[config.mk]
export PLATFORM = sky130hd
export DESIGN_NAME = boot_keyboard_report_diff_flat
export DESIGN_NICKNAME = d
export VERILOG_FILES = /design/src/sv/bkrd_pkg.sv /design/src/sv/bkrd_if.sv /design/src/sv/bkrd_front.sv /design/src/sv/bkrd_fifo.sv /design/src/sv/bkrd_back.sv /design/src/sv/boot_keyboard_report_diff.sv /design/src/flat_wrapper.sv
export SDC_FILE = /design/constraint.sdc
export NUM_CORES = 1
export LEC_CHECK = 0
export CORE_MARGIN = 5
export CORE_UTILIZATION = 45
export CTS_CLUSTER_DIAMETER = 80
export DETAILED_ROUTE_END_ITERATION = 6
export DONT_BUFFER_PORTS = 1
export SYNTH_ARGS = -nofsm -noshare
export SYNTH_HDL_FRONTEND = slang
export SYNTH_SLANG_ARGS = --single-unit
[constraint.sdc]
create_clock -name clock -period 23.5 [get_ports clock]
set_clock_uncertainty 0.1 [all_clocks]
set_input_delay 4.7 -clock clock [delete_from_list [all_inputs] [get_ports clock]]
set_output_delay 4.7 -clock clock [all_outputs]
set_load 0.02 [all_outputs]
[src/sv/bkrd_pkg.sv]
// Shared types and constants for the boot keyboard report diff block.
package bkrd_pkg;

   localparam int KEY_SLOTS      = 6;
   localparam int INPUT_SLOTS    = 6;
   localparam int MIN_REPORT_LEN = 8;
   localparam int MAX_EVENTS     = 13;
   localparam int EVT_BITS       = 2 * KEY_SLOTS + 1;
   localparam int EVT_IDX_W      = $clog2(EVT_BITS);
   localparam int SLOT_IDX_W     = (KEY_SLOTS > 1) ? $clog2(KEY_SLOTS) : 1;
   localparam int CNT_W          = $clog2(MAX_EVENTS + 1);
   localparam int LIMIT_W        = 4;
   localparam int LIMIT_RESET    = 13;
   localparam int FIFO_DEPTH     = 2;
   localparam int FIFO_PTR_W     = $clog2(FIFO_DEPTH);
   localparam int FIFO_CNT_W     = $clog2(FIFO_DEPTH + 1);
   localparam int CSR_ADDR_W     = 3;

   localparam logic [CSR_ADDR_W-3:0] CSR_REG_EVENT_LIMIT = '0;

   typedef enum logic [1:0] {
      EVT_PRESS    = 2'd0,
      EVT_RELEASE  = 2'd1,
      EVT_MODIFIER = 2'd2
   } evt_kind_type;

   typedef logic [KEY_SLOTS-1:0][7:0] key_row_type;

   // One classified report waiting for the event walker.
   typedef struct packed {
      key_row_type         cur_keys;
      key_row_type         prev_keys;
      logic [7:0]          mods;
      logic [EVT_BITS-1:0] mask;  // press slots, then release slots, then modifier
      logic [CNT_W-1:0]    cap;
   } desc_type;

   typedef struct packed {
      logic full;
      logic empty;
   } fifo_stat_type;

endpackage

[src/sv/bkrd_if.sv]
// Report and event channel interfaces.
interface bkrd_req_if;
   logic       valid;
   logic       ready;
   logic [7:0] report_length;
   logic [7:0] modifier_bits;
   logic [7:0] slot0_key;
   logic [7:0] slot1_key;
   logic [7:0] slot2_key;
   logic [7:0] slot3_key;
   logic [7:0] slot4_key;
   logic [7:0] slot5_key;

   modport source (output valid, report_length, modifier_bits, slot0_key, slot1_key,
                   slot2_key, slot3_key, slot4_key, slot5_key, input ready);
   modport sink   (input valid, report_length, modifier_bits, slot0_key, slot1_key,
                   slot2_key, slot3_key, slot4_key, slot5_key, output ready);
endinterface

interface bkrd_rsp_if;
   logic       valid;
   logic       ready;
   logic [1:0] event_kind;
   logic [7:0] key_code;
   logic [7:0] out_modifiers;
   logic       last_event;

   modport source (output valid, event_kind, key_code, out_modifiers, last_event,
                   input ready);
   modport sink   (input valid, event_kind, key_code, out_modifiers, last_event,
                   output ready);
endinterface

[src/sv/bkrd_front.sv]
// Front end: takes reports, diffs them against the stored slots, builds descriptors.
module bkrd_front
   import bkrd_pkg::*;
(
   input  logic                clock,
   input  logic                reset,
   bkrd_req_if.sink            req_bus,
   input  logic [LIMIT_W-1:0]  event_limit,
   input  fifo_stat_type       fifo_stat,
   output logic                push,
   output desc_type            push_desc
);

   key_row_type         prev_ff;
   key_row_type         prev_in;
   logic [7:0]          slot_in [INPUT_SLOTS];
   key_row_type         cur;
   logic [KEY_SLOTS-1:0] press;
   logic [KEY_SLOTS-1:0] release_m;
   logic [EVT_BITS-1:0] mask;
   logic [CNT_W-1:0]    cap;
   logic                accept;
   logic                long_enough;

   always_comb begin
      slot_in[0] = req_bus.slot0_key;
      slot_in[1] = req_bus.slot1_key;
      slot_in[2] = req_bus.slot2_key;
      slot_in[3] = req_bus.slot3_key;
      slot_in[4] = req_bus.slot4_key;
      slot_in[5] = req_bus.slot5_key;
   end

   // Slots beyond the six carried in a report read as empty.
   always_comb begin
      for (int i = 0; i < KEY_SLOTS; i++) begin
         if (i < INPUT_SLOTS) begin
            cur[i] = slot_in[i % INPUT_SLOTS];
         end else begin
            cur[i] = 8'd0;
         end
      end
   end

   always_comb begin
      for (int i = 0; i < KEY_SLOTS; i++) begin
         press[i]     = (cur[i] != 8'd0);
         release_m[i] = (prev_ff[i] != 8'd0);
         for (int j = 0; j < KEY_SLOTS; j++) begin
            if (prev_ff[j] == cur[i]) press[i] = 1'b0;
            if (cur[j] == prev_ff[i]) release_m[i] = 1'b0;
         end
      end
      mask = {(req_bus.modifier_bits != 8'd0), release_m, press};
   end

   always_comb begin
      if (event_limit > LIMIT_W'(MAX_EVENTS)) begin
         cap = CNT_W'(MAX_EVENTS);
      end else begin
         cap = CNT_W'(event_limit);
      end
   end

   assign req_bus.ready = !fifo_stat.full;
   assign accept        = req_bus.valid && req_bus.ready;
   assign long_enough   = (req_bus.report_length >= 8'(MIN_REPORT_LEN));

   // A report that yields no event still moves the stored slots.
   assign push = accept && long_enough && (cap != '0) && (mask != '0);

   always_comb begin
      push_desc.cur_keys  = cur;
      push_desc.prev_keys = prev_ff;
      push_desc.mods      = req_bus.modifier_bits;
      push_desc.mask      = mask;
      push_desc.cap       = cap;
   end

   always_comb begin
      prev_in = prev_ff;
      if (accept && long_enough) prev_in = cur;
   end

   always_ff @(posedge clock) begin
      if (reset) begin
         prev_ff <= '0;
      end else begin
         prev_ff <= prev_in;
      end
   end

endmodule

[src/sv/bkrd_fifo.sv]
// Short descriptor queue between the front end and the event walker.
module bkrd_fifo
   import bkrd_pkg::*;
(
   input  logic          clock,
   input  logic          reset,
   input  logic          push,
   input  desc_type      push_desc,
   input  logic          pop,
   output desc_type      pop_desc,
   output fifo_stat_type stat
);

   desc_type              entry_ff [FIFO_DEPTH];
   logic [FIFO_PTR_W-1:0] wr_ptr_ff;
   logic [FIFO_PTR_W-1:0] wr_ptr_in;
   logic [FIFO_PTR_W-1:0] rd_ptr_ff;
   logic [FIFO_PTR_W-1:0] rd_ptr_in;
   logic [FIFO_CNT_W-1:0] cnt_ff;
   logic [FIFO_CNT_W-1:0] cnt_in;
   logic                  do_push;
   logic                  do_pop;

   assign stat.full  = (cnt_ff == FIFO_CNT_W'(FIFO_DEPTH));
   assign stat.empty = (cnt_ff == '0);
   assign do_push    = push && !stat.full;
   assign do_pop     = pop && !stat.empty;
   assign pop_desc   = entry_ff[rd_ptr_ff];

   always_comb begin
      wr_ptr_in = wr_ptr_ff;
      rd_ptr_in = rd_ptr_ff;
      cnt_in    = cnt_ff;
      if (do_push) begin
         wr_ptr_in = (wr_ptr_ff == FIFO_PTR_W'(FIFO_DEPTH - 1)) ? '0 : wr_ptr_ff + 1'b1;
      end
      if (do_pop) begin
         rd_ptr_in = (rd_ptr_ff == FIFO_PTR_W'(FIFO_DEPTH - 1)) ? '0 : rd_ptr_ff + 1'b1;
      end
      if (do_push && !do_pop) begin
         cnt_in = cnt_ff + 1'b1;
      end else if (do_pop && !do_push) begin
         cnt_in = cnt_ff - 1'b1;
      end
   end

   always_ff @(posedge clock) begin
      if (reset) begin
         wr_ptr_ff <= '0;
         rd_ptr_ff <= '0;
         cnt_ff    <= '0;
      end else begin
         wr_ptr_ff <= wr_ptr_in;
         rd_ptr_ff <= rd_ptr_in;
         cnt_ff    <= cnt_in;
      end
   end

   always_ff @(posedge clock) begin
      if (do_push) entry_ff[wr_ptr_ff] <= push_desc;
   end

endmodule

[src/sv/bkrd_back.sv]
// Event walker: emits one event beat per cycle from the current descriptor while rsp_bus is not stalled.
module bkrd_back
   import bkrd_pkg::*;
(
   input  logic          clock,
   input  logic          reset,
   input  fifo_stat_type fifo_stat,
   input  desc_type      pop_desc,
   output logic          pop,
   bkrd_rsp_if.source    rsp_bus
);

   logic                work_valid_ff;
   logic                work_valid_in;
   desc_type            desc_ff;
   desc_type            desc_in;
   logic [EVT_BITS-1:0] mask_ff;
   logic [EVT_BITS-1:0] mask_in;
   logic [CNT_W-1:0]    count_ff;
   logic [CNT_W-1:0]    count_in;

   logic                out_valid_ff;
   logic                out_valid_in;
   evt_kind_type        out_kind_ff;
   evt_kind_type        out_kind_in;
   logic [7:0]          out_code_ff;
   logic [7:0]          out_code_in;
   logic [7:0]          out_mods_ff;
   logic [7:0]          out_mods_in;
   logic                out_last_ff;
   logic                out_last_in;

   logic                emit;
   logic                last;
   logic [EVT_IDX_W-1:0] idx;
   logic [EVT_BITS-1:0] mask_next;

   // Lowest pending event first: presses, then releases, then the modifier.
   always_comb begin
      idx = '0;
      for (int i = EVT_BITS - 1; i >= 0; i--) begin
         if (mask_ff[i]) idx = EVT_IDX_W'(i);
      end
   end

   always_comb begin
      mask_next      = mask_ff;
      mask_next[idx] = 1'b0;
   end

   assign emit = work_valid_ff && (!out_valid_ff || rsp_bus.ready);
   assign last = (mask_next == '0) || ((count_ff + 1'b1) == desc_ff.cap);
   assign pop  = !fifo_stat.empty && (!work_valid_ff || (emit && last));

   always_comb begin
      work_valid_in = work_valid_ff;
      desc_in       = desc_ff;
      mask_in       = mask_ff;
      count_in      = count_ff;
      if (emit) begin
         mask_in  = mask_next;
         count_in = count_ff + 1'b1;
         if (last) work_valid_in = 1'b0;
      end
      if (pop) begin
         work_valid_in = 1'b1;
         desc_in       = pop_desc;
         mask_in       = pop_desc.mask;
         count_in      = '0;
      end
   end

   always_comb begin
      out_valid_in = out_valid_ff;
      out_kind_in  = out_kind_ff;
      out_code_in  = out_code_ff;
      out_mods_in  = out_mods_ff;
      out_last_in  = out_last_ff;
      if (emit) begin
         out_valid_in = 1'b1;
         out_last_in  = last;
         if (int'(idx) < KEY_SLOTS) begin
            out_kind_in = EVT_PRESS;
            out_code_in = desc_ff.cur_keys[SLOT_IDX_W'(idx)];
            out_mods_in = 8'd0;
         end else if (int'(idx) < 2 * KEY_SLOTS) begin
            out_kind_in = EVT_RELEASE;
            out_code_in = desc_ff.prev_keys[SLOT_IDX_W'(idx - EVT_IDX_W'(KEY_SLOTS))];
            out_mods_in = 8'd0;
         end else begin
            out_kind_in = EVT_MODIFIER;
            out_code_in = 8'd0;
            out_mods_in = desc_ff.mods;
         end
      end else if (rsp_bus.ready) begin
         out_valid_in = 1'b0;
      end
   end

   always_ff @(posedge clock) begin
      if (reset) begin
         work_valid_ff <= 1'b0;
         out_valid_ff  <= 1'b0;
      end else begin
         work_valid_ff <= work_valid_in;
         out_valid_ff  <= out_valid_in;
      end
   end

   always_ff @(posedge clock) begin
      desc_ff     <= desc_in;
      mask_ff     <= mask_in;
      count_ff    <= count_in;
      out_kind_ff <= out_kind_in;
      out_code_ff <= out_code_in;
      out_mods_ff <= out_mods_in;
      out_last_ff <= out_last_in;
   end

   assign rsp_bus.valid         = out_valid_ff;
   assign rsp_bus.event_kind    = out_kind_ff;
   assign rsp_bus.key_code      = out_code_ff;
   assign rsp_bus.out_modifiers = out_mods_ff;
   assign rsp_bus.last_event    = out_last_ff;

   a_work_pending: assert property (@(posedge clock) disable iff (reset)
      work_valid_ff |-> (mask_ff != '0) && (count_ff < desc_ff.cap))
      else $error("walker holds a descriptor with nothing left to emit");

   a_pop_not_empty: assert property (@(posedge clock) disable iff (reset)
      pop |-> !fifo_stat.empty)
      else $error("walker popped an empty queue");

   a_last_ends_work: assert property (@(posedge clock) disable iff (reset)
      (emit && last && !pop) |=> !work_valid_ff)
      else $error("walker kept going past the last event beat");

endmodule

[src/sv/boot_keyboard_report_diff.sv]
// Top level: boot keyboard report diff with APB-style limit register.
//
//   channel   dir   handshake            carries
//   req_bus   in    valid/ready          one keyboard report per beat
//   rsp_bus   out   valid/ready          one press/release/modifier event per beat
//   csr_*     in    APB write/read       event_limit at byte address 0
//
// The front end takes one report per cycle while the two-entry descriptor queue has room.
// The walker emits one event per cycle while rsp_bus is not stalled, and holds each report
// until its events (1 to 13) are out; reports giving no event never enter the queue.
// The first event passes through the queue entry, the walker descriptor and the output register.
// Reset clears the stored key slots, the queue and the output; event_limit returns to 13.
// A stalled result side backs up through the queue into req_bus.ready.
module boot_keyboard_report_diff
   import bkrd_pkg::*;
(
   input  logic                  clock,
   input  logic                  reset,
   bkrd_req_if.sink              req_bus,
   bkrd_rsp_if.source            rsp_bus,
   input  logic                  csr_psel,
   input  logic                  csr_penable,
   input  logic                  csr_pwrite,
   input  logic [CSR_ADDR_W-1:0] csr_paddr,
   input  logic [31:0]           csr_pwdata,
   output logic [31:0]           csr_prdata,
   output logic                  csr_pready
);

   logic [LIMIT_W-1:0] limit_ff;
   logic [LIMIT_W-1:0] limit_in;
   logic               csr_hit;
   logic               push;
   logic               pop;
   desc_type           push_desc;
   desc_type           pop_desc;
   fifo_stat_type      fifo_stat;

   assign csr_pready = 1'b1;
   assign csr_hit    = (csr_paddr[CSR_ADDR_W-1:2] == CSR_REG_EVENT_LIMIT);

   always_comb begin
      limit_in = limit_ff;
      if (csr_psel && csr_penable && csr_pwrite && csr_pready && csr_hit) begin
         limit_in = csr_pwdata[LIMIT_W-1:0];
      end
   end

   always_comb begin
      csr_prdata = 32'd0;
      if (csr_hit) csr_prdata = {{(32 - LIMIT_W){1'b0}}, limit_ff};
   end

   always_ff @(posedge clock) begin
      if (reset) begin
         limit_ff <= LIMIT_W'(LIMIT_RESET);
      end else begin
         limit_ff <= limit_in;
      end
   end

   bkrd_front u_front (
      .clock       (clock),
      .reset       (reset),
      .req_bus     (req_bus),
      .event_limit (limit_ff),
      .fifo_stat   (fifo_stat),
      .push        (push),
      .push_desc   (push_desc)
   );

   bkrd_fifo u_fifo (
      .clock     (clock),
      .reset     (reset),
      .push      (push),
      .push_desc (push_desc),
      .pop       (pop),
      .pop_desc  (pop_desc),
      .stat      (fifo_stat)
   );

   bkrd_back u_back (
      .clock     (clock),
      .reset     (reset),
      .fifo_stat (fifo_stat),
      .pop_desc  (pop_desc),
      .pop       (pop),
      .rsp_bus   (rsp_bus)
   );

endmodule

[src/flat_wrapper.sv]
// flat-port wrapper written by rule: the top's interface ports become plain ports
module boot_keyboard_report_diff_flat import bkrd_pkg::*;
  (clock, reset, csr_psel, csr_penable, csr_pwrite, csr_paddr, csr_pwdata, csr_prdata, csr_pready, req_bus_valid, req_bus_report_length, req_bus_modifier_bits, req_bus_slot0_key, req_bus_slot1_key, req_bus_slot2_key, req_bus_slot3_key, req_bus_slot4_key, req_bus_slot5_key, req_bus_ready, rsp_bus_valid, rsp_bus_event_kind, rsp_bus_key_code, rsp_bus_out_modifiers, rsp_bus_last_event, rsp_bus_ready);
  bkrd_req_if req_bus_i ();
  bkrd_rsp_if rsp_bus_i ();
  input  logic clock;
  input  logic reset;
  input  logic csr_psel;
  input  logic csr_penable;
  input  logic csr_pwrite;
  input  logic [CSR_ADDR_W-1:0] csr_paddr;
  input  logic [31:0] csr_pwdata;
  output logic [31:0] csr_prdata;
  output logic csr_pready;
  input wire logic [$bits(req_bus_i.valid)-1:0] req_bus_valid;
  input wire logic [$bits(req_bus_i.report_length)-1:0] req_bus_report_length;
  input wire logic [$bits(req_bus_i.modifier_bits)-1:0] req_bus_modifier_bits;
  input wire logic [$bits(req_bus_i.slot0_key)-1:0] req_bus_slot0_key;
  input wire logic [$bits(req_bus_i.slot1_key)-1:0] req_bus_slot1_key;
  input wire logic [$bits(req_bus_i.slot2_key)-1:0] req_bus_slot2_key;
  input wire logic [$bits(req_bus_i.slot3_key)-1:0] req_bus_slot3_key;
  input wire logic [$bits(req_bus_i.slot4_key)-1:0] req_bus_slot4_key;
  input wire logic [$bits(req_bus_i.slot5_key)-1:0] req_bus_slot5_key;
  output wire logic [$bits(req_bus_i.ready)-1:0] req_bus_ready;
  output wire logic [$bits(rsp_bus_i.valid)-1:0] rsp_bus_valid;
  output wire logic [$bits(rsp_bus_i.event_kind)-1:0] rsp_bus_event_kind;
  output wire logic [$bits(rsp_bus_i.key_code)-1:0] rsp_bus_key_code;
  output wire logic [$bits(rsp_bus_i.out_modifiers)-1:0] rsp_bus_out_modifiers;
  output wire logic [$bits(rsp_bus_i.last_event)-1:0] rsp_bus_last_event;
  input wire logic [$bits(rsp_bus_i.ready)-1:0] rsp_bus_ready;
  assign req_bus_i.valid = req_bus_valid;
  assign req_bus_i.report_length = req_bus_report_length;
  assign req_bus_i.modifier_bits = req_bus_modifier_bits;
  assign req_bus_i.slot0_key = req_bus_slot0_key;
  assign req_bus_i.slot1_key = req_bus_slot1_key;
  assign req_bus_i.slot2_key = req_bus_slot2_key;
  assign req_bus_i.slot3_key = req_bus_slot3_key;
  assign req_bus_i.slot4_key = req_bus_slot4_key;
  assign req_bus_i.slot5_key = req_bus_slot5_key;
  assign req_bus_ready = req_bus_i.ready;
  assign rsp_bus_valid = rsp_bus_i.valid;
  assign rsp_bus_event_kind = rsp_bus_i.event_kind;
  assign rsp_bus_key_code = rsp_bus_i.key_code;
  assign rsp_bus_out_modifiers = rsp_bus_i.out_modifiers;
  assign rsp_bus_last_event = rsp_bus_i.last_event;
  assign rsp_bus_i.ready = rsp_bus_ready;
  boot_keyboard_report_diff u_core (.clock(clock), .reset(reset), .req_bus(req_bus_i), .rsp_bus(rsp_bus_i), .csr_psel(csr_psel), .csr_penable(csr_penable), .csr_pwrite(csr_pwrite), .csr_paddr(csr_paddr), .csr_pwdata(csr_pwdata), .csr_prdata(csr_prdata), .csr_pready(csr_pready));
endmodule
==> metrics.txt <==
status finished, final reports clean; Post-CTS Setup Bufs 0; Rows 79; Yosys warning total 0; total track usage 22.6%; Total Neg Setup Slack 0 ns; most frequent cells in the layout 382 x edfxtp_1, 239 x nand2_1, 158 x xor2_1; peak supply drop 0.000149 V; first-pass GRT wire length 86.2 mm; CP Capture Type output port; max-slew violation count 0; top-area cell type share of the netlist area 54.4%; arrival time worst endpoint 5.02 ns; ranking of synthesized cells by area edfxtp_1 54%, xor2_1 6.6%, dfxtp_1 6.0%, mux2_2 5.9%, xnor2_1 5.9%; Area growth, synth to finish 7.86%; cts repair resizes 0; root buffer cell clkbuf_16; gr ovfl total 0; layout cells sized above 1 13.3%; initial drt markers 1285; normalized max-slew margin 22.5%; Max Cap Viol 0; WP buf/inv 0; Combinational Power Share 27.9%; CTS buffer count 46; # nets final 1723; DR WL/cell 26.1 um; average size of a mapped cell 12.4 sq um; DP HPWL 38.2 mm; post-synthesis instance area 21100 sq um; crit path max fanout 5; initial antenna violation count 0; asr flop ratio synth 0%; fillers 4084; post-route ant nets 0; Ant. Diodes 0; Max Clock Freq 102 MHz; via count 13026; switching power 978 uW; CP Launch Type input port; delay-heaviest family, CP simple AND/OR/NAND/NOR gates; sw frac 34.7%; Total Power 2.82 mW; # port buffers 0; leakage 7.70 nW; crit path time final 9.82 ns; Final Non-Filler Cells 2259; critical path type in2out; RSZ-0062 raised after global routing false; Yosys top cell by area edfxtp_1; Primary FF master, synth edfxtp_1; CTS tree built; worst hold slack 0.409 ns; Starting Density 45.4%; hold crit path type reg2reg; post-synthesis sequential area ratio 60.4%; Worst-Margin Slew 1.15 ns; CP max stage delay 0.32 ns; Routed WL 59.1 mm; PD cells 124 nW/um^2; Boundary Pins 160; multi-input logic area 7570 sq um; RePlAce Congestion 0.907; via count of the first global-routing pass 12737; core area 46500 sq um; CTS Buffer Depth 3; pre-CTS WS 13.67 ns; most common cell after layout, fill and taps aside edfxtp_1; clock slew at reported path FFs 0.06 ns; Die Y 226 um; Die Area 51300 sq um; Sink Count 445; part of the power in the clock network 25.6%; DR DRC count 0; post-synthesis instance total 1703; Pint 1.84 mW; final hold viol count 0; number of placed cells counting well taps 2174; drt via density 5.77; sequential share of power 46.5%; Netlist cell types 71; H-Tree Depth 2; drt pass-1 iters 6; Clock Latency Late Sink 0.59 ns; Final Cycle Share 41.8%; CP cell instances nor2b_1; fin worst setup slack 13.68 ns; pin count of the biggest net entering global routing 126; die span in x 226 um; number of flops mapped to enable cells by yosys 382; slowest cell on the critical path nor2b_1; final setup vio count 0; FF+latch area 12700 sq um; Synth Register Bits 445; Worst EP required 18.70 ns; number of hold buffers added after CTS 0
==> registers in the layout, indices dropped and copies added (netlist names), named ones only <==
name	cells
u_core.u_back.rsp_bus.last_event	1
u_core.u_back.mask_ff	13
u_core.u_back.desc_ff	108
u_core.u_fifo.entry_ff	242
u_core.u_fifo.rd_ptr_ff	1
u_core.u_back.rsp_bus.valid	1
u_core.u_back.rsp_bus.event_kind	2
u_core.u_back.count_ff	4
u_core.u_fifo.wr_ptr_ff	1
u_core.u_back.rsp_bus.key_code	8
u_core.u_fifo.cnt_ff	2
u_core.limit_ff	4
u_core.u_back.work_valid_ff	1
u_core.u_front.push_desc	48
u_core.u_back.rsp_bus.out_modifiers	8
==> synth_stat cells (3+ instances only) <==
cell / count
o21ai_0: 6
xor2_1: 158
and2_1: 9
a211o_1: 3
nand2b_1: 4
nor2_1: 49
buf_2: 51
xnor2_1: 141
inv_1: 10
nand3_1: 19
buf_1: 11
o31ai_1: 7
buf_4: 29
nand2_1: 239
and4_1: 4
or3_1: 3
a32oi_1: 8
clkbuf_1: 86
nor4_1: 73
edfxtp_1: 382
dfxtp_1: 63
a21oi_1: 82
mux2i_1: 24
nand4_1: 38
nor3_1: 15
nor2b_1: 8
a311oi_1: 8
and3_1: 8
mux2_2: 111
==> power by group through the flow <==
stage,logic [mW],registers [mW],clock network [mW]
global placement,0.784,1.32,0
finish,0.786,1.31,0.723
floorplan,0.595,1.26,0
CTS,0.798,1.31,0.736
detailed placement,0.793,1.33,0
global route,0.853,1.33,0.769
==> cell families after synthesis <==
group                    after synthesis  share of synthesized area, %
AND/OR/NAND/NOR                      484                          11.0
flip-flops                           445                          60.4
other                                  2                        0.0356
AO/OA/AOI/OAI                        144                          4.47
adder cells (fa/ha/maj)                2                         0.119
XOR/XNOR                             299                          12.4
buffers and inverters                191                          4.40
multiplexers                         136                          7.12
==> metal layers <==
| metal | GRT usage [%] | up-vias | share of wire (%) |
|---|---|---|---|
| met1 | 31.4 | 6604 | 43 |
| met5 | 0 | - | 0 |
| met3 | 3.92 | 100 | 6.8 |
| met2 | 36.7 | 486 | 48 |
| li1 | - | 5836 | - |
| met4 | 7.06 | 0 | 3.0 |
==> worst paths after layout <==
kind / slack (ns) / from / end / depth (start not counted)
setup / recovery: 13.68 / csr_paddr[2] / csr_prdata[2] / 1
hold / removal: 0.41 / u_core.u_back.count_ff[1]$_SDFFE_PN0P_ / u_core.u_back.count_ff[1]$_SDFFE_PN0P_ / 2
hold reg to reg: 0.41 / u_core.u_back.count_ff[1]$_SDFFE_PN0P_ / u_core.u_back.count_ff[1]$_SDFFE_PN0P_ / 2
setup reg to reg: 17.93 / u_core.u_front.push_desc[37]$_SDFFE_PP0P_ / u_core.u_fifo.entry_ff[0][75]$_DFFE_PP_ / 10
==> layout make-up <==
cell class | count | share of cell area (%)
timing repair buffer | 17 | 0.561
multi-input combinational | 1094 | 33.3
clock buffer | 56 | 5.36
clock inverter | 29 | 1.24
sequential | 445 | 56.0
inverter | 11 | 0.215
tap | 607 | 3.34
==> stage by stage <==
stage / instance area, sq um / utilization, %
finish: 22700 / 48.9
global route: 22700 / 48.9
CTS: 22700 / 48.9
detailed placement: 21200 / 45.7
global placement: 21200 / 45.7
floorplan: 21200 / -
Power figures use the tool's default switching activity.
